[config.mk]
export PLATFORM = sky130hd
export DESIGN_NAME = tp3_emit
export DESIGN_NICKNAME = d
export VERILOG_FILES = /design/src/design/trilinear_prolongation_3d_top_defines.svh /design/src/design/tp3_pkg.sv /design/src/design/tp3_emit.sv
export SDC_FILE = /design/constraint.sdc
export NUM_CORES = 1
export LEC_CHECK = 0
export BUFFER_PORTS_ARGS = -buffer_cell sky130_fd_sc_hd__buf_2
export CAP_MARGIN = 20
export CORE_UTILIZATION = 40
export DETAILED_ROUTE_END_ITERATION = 10
export PLACE_DENSITY = 0.68
export SLEW_MARGIN = 20
export SYNTH_ARGS = -nofsm -noshare
export SYNTH_HDL_FRONTEND = slang
export SYNTH_SLANG_ARGS = --single-unit
[constraint.sdc]
create_clock -name clk -period 13.2 [get_ports clk]
set_clock_uncertainty 0.15 [all_clocks]
set_input_delay 1.32 -clock clk [delete_from_list [all_inputs] [get_ports clk]]
set_output_delay 1.32 -clock clk [all_outputs]
set_load 0.02 [all_outputs]
[src/design/trilinear_prolongation_3d_top_defines.svh]
// Assertion helpers for the trilinear prolongation block
`ifndef TRILINEAR_PROLONGATION_3D_TOP_DEFINES_SVH
`define TRILINEAR_PROLONGATION_3D_TOP_DEFINES_SVH

// same-cycle implication
`define TP3_ASSERT_NOW(lbl, ante, cons, msg) \
	lbl: assert property (@(posedge clk) disable iff (!arst_n) (ante) |-> (cons)) \
		else $error(msg);

// next-cycle implication
`define TP3_ASSERT_NEXT(lbl, ante, cons, msg) \
	lbl: assert property (@(posedge clk) disable iff (!arst_n) (ante) |=> (cons)) \
		else $error(msg);

`endif

[src/design/tp3_pkg.sv]
package tp3_pkg;

	localparam int ADDR_BITS = 21;

	typedef enum logic [2:0] {
		REG_COARSE_WIDTH  = 3'd0,
		REG_COARSE_HEIGHT = 3'd1,
		REG_COARSE_DEPTH  = 3'd2,
		REG_FINE_WIDTH    = 3'd3,
		REG_FINE_HEIGHT   = 3'd4
	} cfg_reg_t;

	typedef struct packed {
		logic [ADDR_BITS-1:0] row0;
		logic [ADDR_BITS-1:0] row1;
		logic [ADDR_BITS-1:0] fx0;
		logic [7:0]           fw;
		logic [7:0]           mask;
		logic                 vend;
	} emit_ctl_t;

endpackage

[src/design/tp3_emit.sv]
module tp3_emit import tp3_pkg::*; #(
	parameter int SAMPLE_BITS = 24
) (
	input  logic                          clk,
	input  logic                          arst_n,
	input  logic                          ld_valid,
	output logic                          ld_ready,
	input  emit_ctl_t                     ld_ctl,
	input  logic signed [SAMPLE_BITS-1:0] ld_v [8],
	output logic                          out_valid,
	input  logic                          out_stall,
	output logic [ADDR_BITS-1:0]          fine_address,
	output logic signed [SAMPLE_BITS-1:0] value,
	output logic                          last,
	output logic                          volume_end
);

	logic                          busy_q;
	logic [2:0]                    n_q;
	emit_ctl_t                     ctl_q;
	logic signed [SAMPLE_BITS:0]   px_q [4];
	logic signed [SAMPLE_BITS-1:0] v0_q [4];
	logic                          ov_q;

	logic                          adv, fire, is_last;
	logic [2:0]                    n_next;
	logic signed [SAMPLE_BITS:0]   t [4];
	logic signed [SAMPLE_BITS+2:0] acc, shf;
	logic [ADDR_BITS-1:0]          addr;

	assign adv = !ov_q || !out_stall;
	assign fire = busy_q && adv;

	always_comb begin
		is_last = 1'b1;
		n_next = n_q;
		for (int m = 7; m >= 1; m--) begin
			if (ctl_q.mask[m] && 3'(m) > n_q) begin
				is_last = 1'b0;
				n_next = 3'(m);
			end
		end
	end

	always_comb begin
		for (int q = 0; q < 4; q++) begin
			t[q] = n_q[0] ? px_q[q] : (SAMPLE_BITS+1)'(v0_q[q]);
		end
		acc = (SAMPLE_BITS+3)'(t[0]);
		if (n_q[1]) acc = acc + (SAMPLE_BITS+3)'(t[1]);
		if (n_q[2]) acc = acc + (SAMPLE_BITS+3)'(t[2]);
		if (n_q[1] && n_q[2]) acc = acc + (SAMPLE_BITS+3)'(t[3]);
		shf = acc >>> (2'(n_q[0]) + 2'(n_q[1]) + 2'(n_q[2]));
		addr = (n_q[2] ? ctl_q.row1 : ctl_q.row0) + ctl_q.fx0
			- (n_q[1] ? ADDR_BITS'(ctl_q.fw) : '0) - ADDR_BITS'(n_q[0]);
	end

	assign ld_ready = !busy_q || (fire && is_last);

	always_ff @(posedge clk or negedge arst_n) begin
		if (!arst_n) begin
			busy_q <= 1'b0;
			ov_q <= 1'b0;
			n_q <= '0;
		end else begin
			if (fire) begin
				ov_q <= 1'b1;
			end else if (!out_stall) begin
				ov_q <= 1'b0;
			end
			if (ld_valid && ld_ready) begin
				busy_q <= 1'b1;
				n_q <= '0;
			end else if (fire) begin
				if (is_last) begin
					busy_q <= 1'b0;
				end else begin
					n_q <= n_next;
				end
			end
		end
	end

	always_ff @(posedge clk) begin
		if (ld_valid && ld_ready) begin
			ctl_q <= ld_ctl;
			for (int q = 0; q < 4; q++) begin
				px_q[q] <= (SAMPLE_BITS+1)'(ld_v[2*q]) + (SAMPLE_BITS+1)'(ld_v[2*q+1]);
				v0_q[q] <= ld_v[2*q];
			end
		end
		if (fire) begin
			fine_address <= addr;
			value <= shf[SAMPLE_BITS-1:0];
			last <= is_last;
			volume_end <= is_last && ctl_q.vend;
		end
	end

	assign out_valid = ov_q;

endmodule

### After elaboration in Yosys (flattened, before gate mapping)

Memories as Yosys holds them, arrays and structs flattened.
Index checks and enable logic that the tools add are counted.
W data, S select, Z words.

| cells by class | value |
|---|---|
| $add $sub $neg | 12 |
| $mul | 0 |
| divide/modulo/power cells | 0 |
| $lt $le $gt $ge | 7 |
| eq/ne operators | 2 |
| shift-type cells | 1 |
| multiplexer cells | 33 |
| bitwise gates (word level) | 0 |
| reduce and logical (&&, ||, !) cells | 22 |

Operators by type and width:

| kind | count |
|---|---|
| $add A24 B24 Y25 | 4 |
| $mux W25 | 4 |
| $mux W27 | 3 |
| $add A27 B25 Y27 | 2 |
| $mux W3 | 10 |
| $sshr A27 B2 Y24 | 1 |
| $add A25 B25 Y26 | 1 |
| $add A21 B21 Y21 | 1 |
| $mux W21 | 1 |
| $sub A21 B1 Y21 | 1 |
| $sub A21 B8 Y21 | 1 |
| $mux W1 | 14 |
| $gt A3 B3 Y1 const A | 4 |
| $logic_and A1 B1 Y1 | 12 |
| $mux W8 | 1 |
| $reduce_bool A8 Y1 | 1 |
| $gt A2 B3 Y1 const A | 2 |
| $ne A2 B1 Y1 const B | 2 |
| $reduce_bool A2 Y1 | 2 |
| $gt A1 B3 Y1 const A | 1 |
| $logic_not A1 Y1 | 3 |
| $reduce_and A3 Y1 | 1 |
| $add A1 B1 Y2 | 1 |
| $add A2 B1 Y2 | 1 |
| 2 further kinds | 3 |

| storage, ports and cells | value |
|---|---|
| flip-flop bits (word level) | 132 |
| bits in latches | 0 |
| RAM bits | 196 |
| ROM bits | 0 |
| bits of input ports | 276 |
| logic and storage cells | 92 |
| memories kept | 2 |

Memory list:

| name | depth | width | read ports | clocked after memory_dff | wr ports | RTL line | source |
|---|---|---|---|---|---|---|---|
| px_q | 4 | 25 | 4 | 0 | 4 | tp3_emit.sv:21 | `logic signed [SAMPLE_BITS:0] px_q [4];` |
| v0_q | 4 | 24 | 4 | 0 | 4 | tp3_emit.sv:22 | `logic signed [SAMPLE_BITS-1:0] v0_q [4];` |

### Logic depth before layout (Yosys ltp)

Gate-level depths: netlist of the first run.

| depth | value |
|---|---|
| word-level depth | 14 |
| depth in mapped cells | 40 |
| depth with buffers taken out | 36 |

### Worst setup path after synthesis of the first run

No wires, ideal clock.

| path | value |
|---|---|
| path kind | register to register |
| start | reg n_q[0] |
| end | reg ctl_q[0] (netlist bit) (enable) |
| arrival | 8.768 ns |
| required time | 12.377 ns |
| setup slack | 3.609 ns |
| cell stages (with the launch flop) | 12 |
| buffers on the path | 2 |
| path through | dfrtp_1 > buf_1 > clkbuf_1 > inv_1 > nand3_1 > o21ai_0 > a211oi_1 > a21oi_1 > nor3_1 > nand2_1 > nand2_1 > and2_1 |

| between the ends | value |
|---|---|
| cells in the longest elaborated chain, start to end | 12 |

RTL lines:

| item | RTL line | source |
|---|---|---|
| start: declaration | tp3_emit.sv:19 | `logic [2:0] n_q;` |
| start signal: assignment | tp3_emit.sv:78 | `n_q <= n_next;` |
| $gt A3 B3 Y1 | tp3_emit.sv:38 | `if (ctl_q.mask[m] && 3'(m) > n_q) begin` |
| $logic_and A1 B1 Y1 | tp3_emit.sv:38 |  |
| $mux W1 (6 in a row) | tp3_emit.sv:38 |  |
| $mux W1 (*) | tp3_emit.sv:38 |  |
| net is_last | tp3_emit.sv:25 | `logic adv, fire, is_last;` |
| $logic_and A1 B1 Y1 (*) | tp3_emit.sv:58 | `assign ld_ready = !busy_q \|\| (fire && is_last);` |
| $logic_or A1 B1 Y1 (*) | tp3_emit.sv:58 |  |
| net ld_ready | tp3_emit.sv:7 | `output logic ld_ready,` |
| $logic_and A1 B1 Y1 (*) | tp3_emit.sv:85 | `if (ld_valid && ld_ready) begin` |
| end signal: assignment | tp3_emit.sv:86 | `ctl_q <= ld_ctl;` |
| end: declaration | tp3_emit.sv:20 | `emit_ctl_t ctl_q;` |

The timed path passes the listed nets; every way through them passes the cells marked *.
A chain may end at the register's enable or synchronous reset.

### Worst setup path in the final report of the first run

| path | value |
|---|---|
| start | reg n_q[0] |
| end | reg value[23] (data pin) |

| between the ends | value |
|---|---|
| cells in the longest elaborated chain, start to end | 8 |

RTL lines:

| item | RTL line | source |
|---|---|---|
| $mux W25 | tp3_emit.sv:47 | `t[q] = n_q[0] ? px_q[q] : (SAMPLE_BITS+1)'(v0_q[q]);` |
| $add A25 B25 Y26 | tp3_emit.sv:50 | `if (n_q[1]) acc = acc + (SAMPLE_BITS+3)'(t[1]);` |
| $mux W27 | tp3_emit.sv:50 |  |
| $add A27 B25 Y27 | tp3_emit.sv:51 | `if (n_q[2]) acc = acc + (SAMPLE_BITS+3)'(t[2]);` |
| $mux W27 | tp3_emit.sv:51 |  |
| $add A27 B25 Y27 | tp3_emit.sv:52 | `if (n_q[1] && n_q[2]) acc = acc + (SAMPLE_BITS+3)'(t[3]);` |
| $mux W27 | tp3_emit.sv:52 |  |
| $sshr A27 B2 Y24 (*) | tp3_emit.sv:53 | `shf = acc >>> (2'(n_q[0]) + 2'(n_q[1]) + 2'(n_q[2]));` |
| net shf[23] | tp3_emit.sv:28 | `logic signed [SAMPLE_BITS+2:0] acc, shf;` |
| end signal: assignment | tp3_emit.sv:94 | `value <= shf[SAMPLE_BITS-1:0];` |
| end: declaration | tp3_emit.sv:13 | `output logic signed [SAMPLE_BITS-1:0] value,` |

Marks and branches as above.

==> results by group, run 1 <==
Outcome
  • Outcome: complete, no violations

Placement
  • Port buffer count: 323
  • Hpwl dp: 41900 um
  • Placer Congestion: 0.940
  • Area after DPL: between 0.02 and 0.025 mm2

Critical path
  • CP Capture Point: value[23]
  • R2R Path End: value[23]
  • Slowest cell delay on critical path: 640 ps
  • Most used cell, CP: nor2_1
  • Worst EP arrival: 8740 ps
  • Crit Path Class: flop to flop
  • Reg2reg path depth: 32
  • Startpoint Class: flop
  • Flop2flop setup slack: 4600 ps
  • Worst r2r src: n_q[0]
  • Crit path launch: n_q[0]
  • Worst path required time: 13340 ps
  • Crit-path slowest cell: dfrtp_4
  • Critical Path Fanout Max: 20
  • Crit. End Element: flop

Finish
  • Register area: 0.00980 mm2
  • Share of layout cells above drive strength 1: 0.224
  • Area occupied by multi-input gates: 0.0117 mm2
  • # nets final: around 2900
  • Fin area: 0.0260 mm2
  • ANT cells: 0
  • Area Growth Syn to Fin: 17.0%
  • Fillers: 4906

Logic synthesis
  • Primary FF master, synth: edfxtp_1
  • Ys Warns: 0
  • Syn avg cell area: 10.9 um2
  • Post-synth net total: between 2000 and 3000
  • Ys async rst share: 0.0153
  • Sequential area share after synthesis: 0.441
  • Number of register bits inferred by synthesis: roughly 330
  • Gate Count Post-Synth: 2037
  • Netlist cell types: between 80 and 90
  • Synthesized area: 0.0222 mm2
  • Post-synth EDFFs: 322

GRT
  • Pin count of the biggest net entering global routing: 88
  • Number of global-route vias before repair: roughly 16000
  • Remaining global-route overflow: 0
  • Initial antenna violation count: 1
  • Gr usage total: 0.188
  • Global-route wire length before repair: 84600 um

CTS
  • Clock-pin slew on the worst setup and hold paths: 60 ps
  • H-Tree Depth: 2
  • Post-CTS Resized: 0
  • Hold-fix buffers, CTS: 0
  • Clk Latency, worst-skew pair: ~550 ps
  • Setup Buffers After CTS: 0
  • Sink Count: ~330
  • Clk buf depth: 3
  • Root buf cell: clkbuf_16
  • CTS tree: built
  • CTS Buf Count: 39

Routing
  • Violation count after the first detailed-routing iteration: 1024
  • Post-route ant nets: 0
  • # DRC: 0
  • WL final: 53900 um
  • Via-to-Cell Ratio: 5.30
  • DRT Pass-1 Iters: 5
  • DR WL/cell: 17.2 um
  • DR vias: 16600

Hold path
  • Hold Crit Class: flop to flop

Floorplanning
  • Die X: around 240 um
  • Die height: 238 um
  • Initial Utilization: 0.409
  • # IOs: 325
  • Num rows: between 80 and 90
  • Total core area: 0.0543 mm2
  • Die Area: 0.0565 mm2

Flow run
  • Max Cap Violations: 0

Timing
  • Worst slew pin tran: ~1000 ps
  • Max-slew headroom: 0.301
  • Final Max Tran Viols: 0
  • Final setup vio count: 0
  • RSZ-0062 raised after global routing: no
  • Final Hold Fails: 0
  • Sum Neg Setup Slack: 0 ps
  • FMAX: 116 MHz
  • Minimum clock period: 8600 ps
  • Tcrit/Tclk final: 0.651
[through the flow]
step	setup slack, ps	util	hold slack (ps)	cells
floorplan	3610	-	307	2037
global placement	4840	0.454	324	3069
detailed placement	4670	0.454	347	3069
CTS	4630	0.478	331	3137
global route	4100	0.478	344	3137
finish	4600	0.478	334	3137
[worst min path at each step]
stage	end	from	cells past startpoint	slack [ps]
global route	out_valid	busy_q	1	340
CTS	out_valid	busy_q	1	330
detailed placement	out_valid	busy_q	1	350
finish	out_valid	busy_q	1	330
floorplan	out_valid	busy_q	1	310
global placement	out_valid	busy_q	1	320
[Yosys cell counts, drive strengths merged (39+ instances only)]
| cell type | count | area share |
|---|---|---|
| a21o | 41 | 0.014 |
| a21oi | 127 | 0.029 |
| edfxtp | 322 | 0.44 |
| ha | 209 | 0.12 |
| inv | 144 | 0.024 |
| mux2 | 104 | 0.053 |
| mux2i | 65 | 0.029 |
| nand2 | 117 | 0.020 |
| nor2 | 171 | 0.029 |
| nor3 | 39 | 0.0088 |
| o21ai | 106 | 0.025 |
| xnor2 | 104 | 0.041 |
| xor2 | 49 | 0.019 |
[critical path, delay by kind of cell, from the launching register on]
family	cells	cell delay, ps
AOI/OAI and AO/OA	17	4090
xor gates and xnor gates	4	700
adders and majority gates	4	1370
buffers and inverters	1	100
DFF	1	640
muxes	2	890
and+or+nand+nor	4	370
[layer usage]
layer  routed length, um  vias up  track usage  part of all wire
li1                    -     8224            -                 -
met3                2790       71       0.0254             0.052
met5                   0        -            0                 0
met1               24700     7890        0.254              0.46
met2               25100      435        0.315              0.47
met4                1300        0       0.0545             0.024
[cell type report]
| class | count | share of cell area |
|---|---|---|
| inverter | 146 | 0.0211 |
| timing repair buffer | 334 | 0.0659 |
| clock buffer | 52 | 0.0418 |
| tap | 739 | 0.0356 |
| sequential | 327 | 0.377 |
| multi-input combinational | 1523 | 0.451 |
| clock inverter | 16 | 0.00761 |
[state kept, by name, indices dropped and copies added, names as in the netlist]
name	flops
busy_q	1
ctl_q	79
fine_address	21
last	1
n_q	3
out_valid	1
px_q	100
v0_q	96
value	24
volume_end	1
[cells by family after synthesis]
family | Yosys count | share of synthesized area
muxes | 174 | 0.0871
DFF | 327 | 0.441
adders and majority gates | 228 | 0.134
AOI/OAI and AO/OA | 476 | 0.142
xor gates and xnor gates | 153 | 0.0603
and+or+nand+nor | 492 | 0.103
buffers and inverters | 187 | 0.0317
[layout by cell type (no fill, tap or decap), types with 49 or more instances in the layout]
cell        n
a21oi_1   126
buf_2     323
edfxtp_1  322
ha_1      209
inv_1     143
mux2_2    104
mux2i_1    65
nand2_1   116
nor2_1    170
o21ai_0    98
xnor2_1   104
xor2_1     49
Power of run 1 is left out: the tool's default activity adds up to more than one toggle a clock period on the data nets, which glitch-free logic cannot reach.
==> inputs of run 2 (changes only) <==
- PLACE_DENSITY: 0.68 -> 0.71
- clock period: 13.2 -> 7.45 ns (I/O delays scaled with it)
==> results by group, run 2 (same netlist as run 1, synthesis figures left out) <==
Outcome
  • Outcome: finished, violations left (was complete, no violations)
  • Failing checks: negative setup slack

Routing
  • Post-route ant nets: 0 (unchanged)
  • DR WL/cell: 17.2 um (about the same)
  • Top sig layer: met5 (was met4)
  • WL met3: 3280 um (was 2790 um)
  • Met1 WL: 24400 um (was 24700 um)
  • Met2 wire len: 26400 um (was 25100 um)
  • Violation count after the first detailed-routing iteration: 854 (was 1024)
  • # DRC: 0 (unchanged)
  • DR vias: 17000 (was 16600)
  • Via-to-Cell Ratio: 5.29 (was 5.30)
  • WL final: 55400 um (was 53900 um)
  • DRT Pass-1 Iters: 5 (unchanged)

Critical path
  • Startpoint Class: flop (unchanged)
  • Reg2reg path depth: 32 (unchanged)
  • Worst EP arrival: 7680 ps (was 8740 ps)
  • Crit-path slowest cell: dfrtp_4 (unchanged)
  • Worst r2r src: n_q[0] (unchanged)
  • Slowest cell delay on critical path: 530 ps (was 640 ps)
  • Critical Path Fanout Max: 7 (was 20)
  • Crit Path Class: flop to flop (unchanged)
  • Crit. End Element: flop (unchanged)
  • Worst path required time: 7590 ps (was 13340 ps)
  • Flop2flop setup slack: -90 ps (was 4600 ps)
  • R2R Path End: value[23] (unchanged)

Floorplanning
  • Num rows: 85 (unchanged)
  • # IOs: 325 (unchanged)
  • Initial Utilization: 0.409 (unchanged)
  • Die height: 238 um (unchanged)
  • Die Area: 0.0565 mm2 (unchanged)
  • Total core area: 0.0543 mm2 (unchanged)
  • Die X: 238 um (unchanged)

Finish
  • Share of layout cells above drive strength 1: 0.276 (was 0.224)
  • Leading cell type in the layout, fill and taps excluded: buf_2 (unchanged)
  • Core Util, Final: 0.498 (was 0.478)
  • Area Growth Syn to Fin: 21.9% (was 17.0%)
  • Largest register FFs: 100 (unchanged)
  • # nets final: 2949 (was 2874)
  • Biggest register: px_q (unchanged)
  • Largest regs: px_q: 100 flops, v0_q: 96 flops, ctl_q: 79 flops (unchanged)
  • ANT cells: 0 (unchanged)
  • Most frequent cells in the layout: buf_2, edfxtp_1, ha_1 (unchanged)

CTS
  • Root buf cell: clkbuf_16 (unchanged)
  • CTS Buf Count: 39 (unchanged)
  • Clk Latency, worst-skew pair: 550 ps (about the same)
  • Clock-pin slew on the worst setup and hold paths: 60 ps (about the same)
  • H-Tree Depth: 2 (unchanged)
  • Sink Count: 327 (unchanged)
  • CTS tree: built (unchanged)
  • Clk buf depth: 3 (unchanged)

Timing
  • Worst hold margin: 214 ps (was 334 ps)
  • Worst setup margin: -91.8 ps (was 4600 ps)
  • Minimum clock period: 7540 ps (was 8600 ps)
  • Final Max Tran Viols: 0 (unchanged)
  • Max-slew headroom: 0.354 (was 0.301)
  • Final setup vio count: 2 (was 0)
  • Worst slew pin tran: 962 ps (was 1050 ps)
  • Final Hold Fails: 0 (unchanged)
  • Tcrit/Tclk final: 1.01 (was 0.651)
  • RSZ-0062 raised after global routing: yes (was no)
  • FMAX: 133 MHz (was 116 MHz)

GRT
  • Remaining global-route overflow: 0 (unchanged)
  • Gr usage total: 0.191 (was 0.188)
  • Number of global-route vias before repair: 16600 (was 16300)
  • Pin count of the biggest net entering global routing: 96 (was 88)
  • Global-route wire length before repair: 85100 um (was 84600 um)
  • Initial antenna violation count: 4 (was 1)

Flow run
  • Max Cap Violations: 0 (unchanged)

Placement
  • Placer Congestion: 0.899 (was 0.940)
  • Port buffer count: 323 (unchanged)
  • Hpwl dp: 43100 um (was 41900 um)

Hold path
  • WHS Endpoint: ctl_q[52] (was out_valid)
  • Hold Crit Class: input port to flop (was flop to flop)
  • Hold depth: 1 (unchanged)
  • HP Start: ld_ctl[52] (was busy_q)
[run 2: cell count changes in the layout (fill, tap and decap cells not counted), moves of 5 or more]
cell,delta
ha_1,-10
clkinv_2,+5
o21ai_0,-10
ha_4,+9
a21oi_1,-11
mux2i_1,-5
o21ai_2,+6
nor2_1,-6
a21oi_2,+10
buf_4,+68
[run 2: area by class of cell]
| type | count | area [um2] |
|---|---|---|
| fill | 4740 | 27300 |
| multi-input combinational | 1523 | 12200 |
| sequential | 327 | 9800 |
| timing repair buffer | 409 | 2330 |
| clock buffer | 44 | 995 |
| tap | 739 | 925 |
| inverter | 146 | 549 |
| clock inverter | 25 | 273 |
[run 2: how the worst max path moves through the flow]
stage / start / endpoint
after floorplan: n_q[0] / value[23]
after global placement: n_q[0] / value[23]
after detailed placement: n_q[0] / value[22]
after CTS: n_q[0] / value[23]
after global routing: n_q[0] / value[23]
final: n_q[0] / value[23]
[run 2: stage by stage]
| step | setup TNS (ps) | std cells | worst slack [ps] | instance area [um2] |
|---|---|---|---|---|
| floorplan | 0 | 2037 | 9.16 | 22400 |
| global placement | 0 | 3126 | 36.2 | 25300 |
| detailed placement | -329 | 3126 | -165 | 25300 |
| CTS | 0 | 3201 | 2.80 | 26700 |
| global route | -1470 | 3213 | -413 | 27100 |
| finish | -161 | 3213 | -91.8 | 27100 |
[run 2: repair_timing]
action	CTS	global route
buffers inserted	5	12
pin swaps	12	42
gates resized for setup	18	50
hold buffers	1	0
cloned	0	1
hold endpoints to repair	5	0
endpoints found under the setup margin	4	7
[run 2: critical path, delay by kind of cell, from the launching register on]
family          cells  cell delay (ps)
mux                 3             1090
buf+inv             3              440
flops               1              530
compound gates     13             2670
simple gates        6              850
fa+ha+maj           3              840
xor+xnor            4              670
[run 2: per-layer routing]
layer | up-vias | GRT usage
met2 | 495 | 0.322
met3 | 84 | 0.0325
met4 | 6 | 0.0559
met5 | - | 0
met1 | 8057 | 0.250
li1 | 8370 | -
Power of run 2 is left out for the same reason.
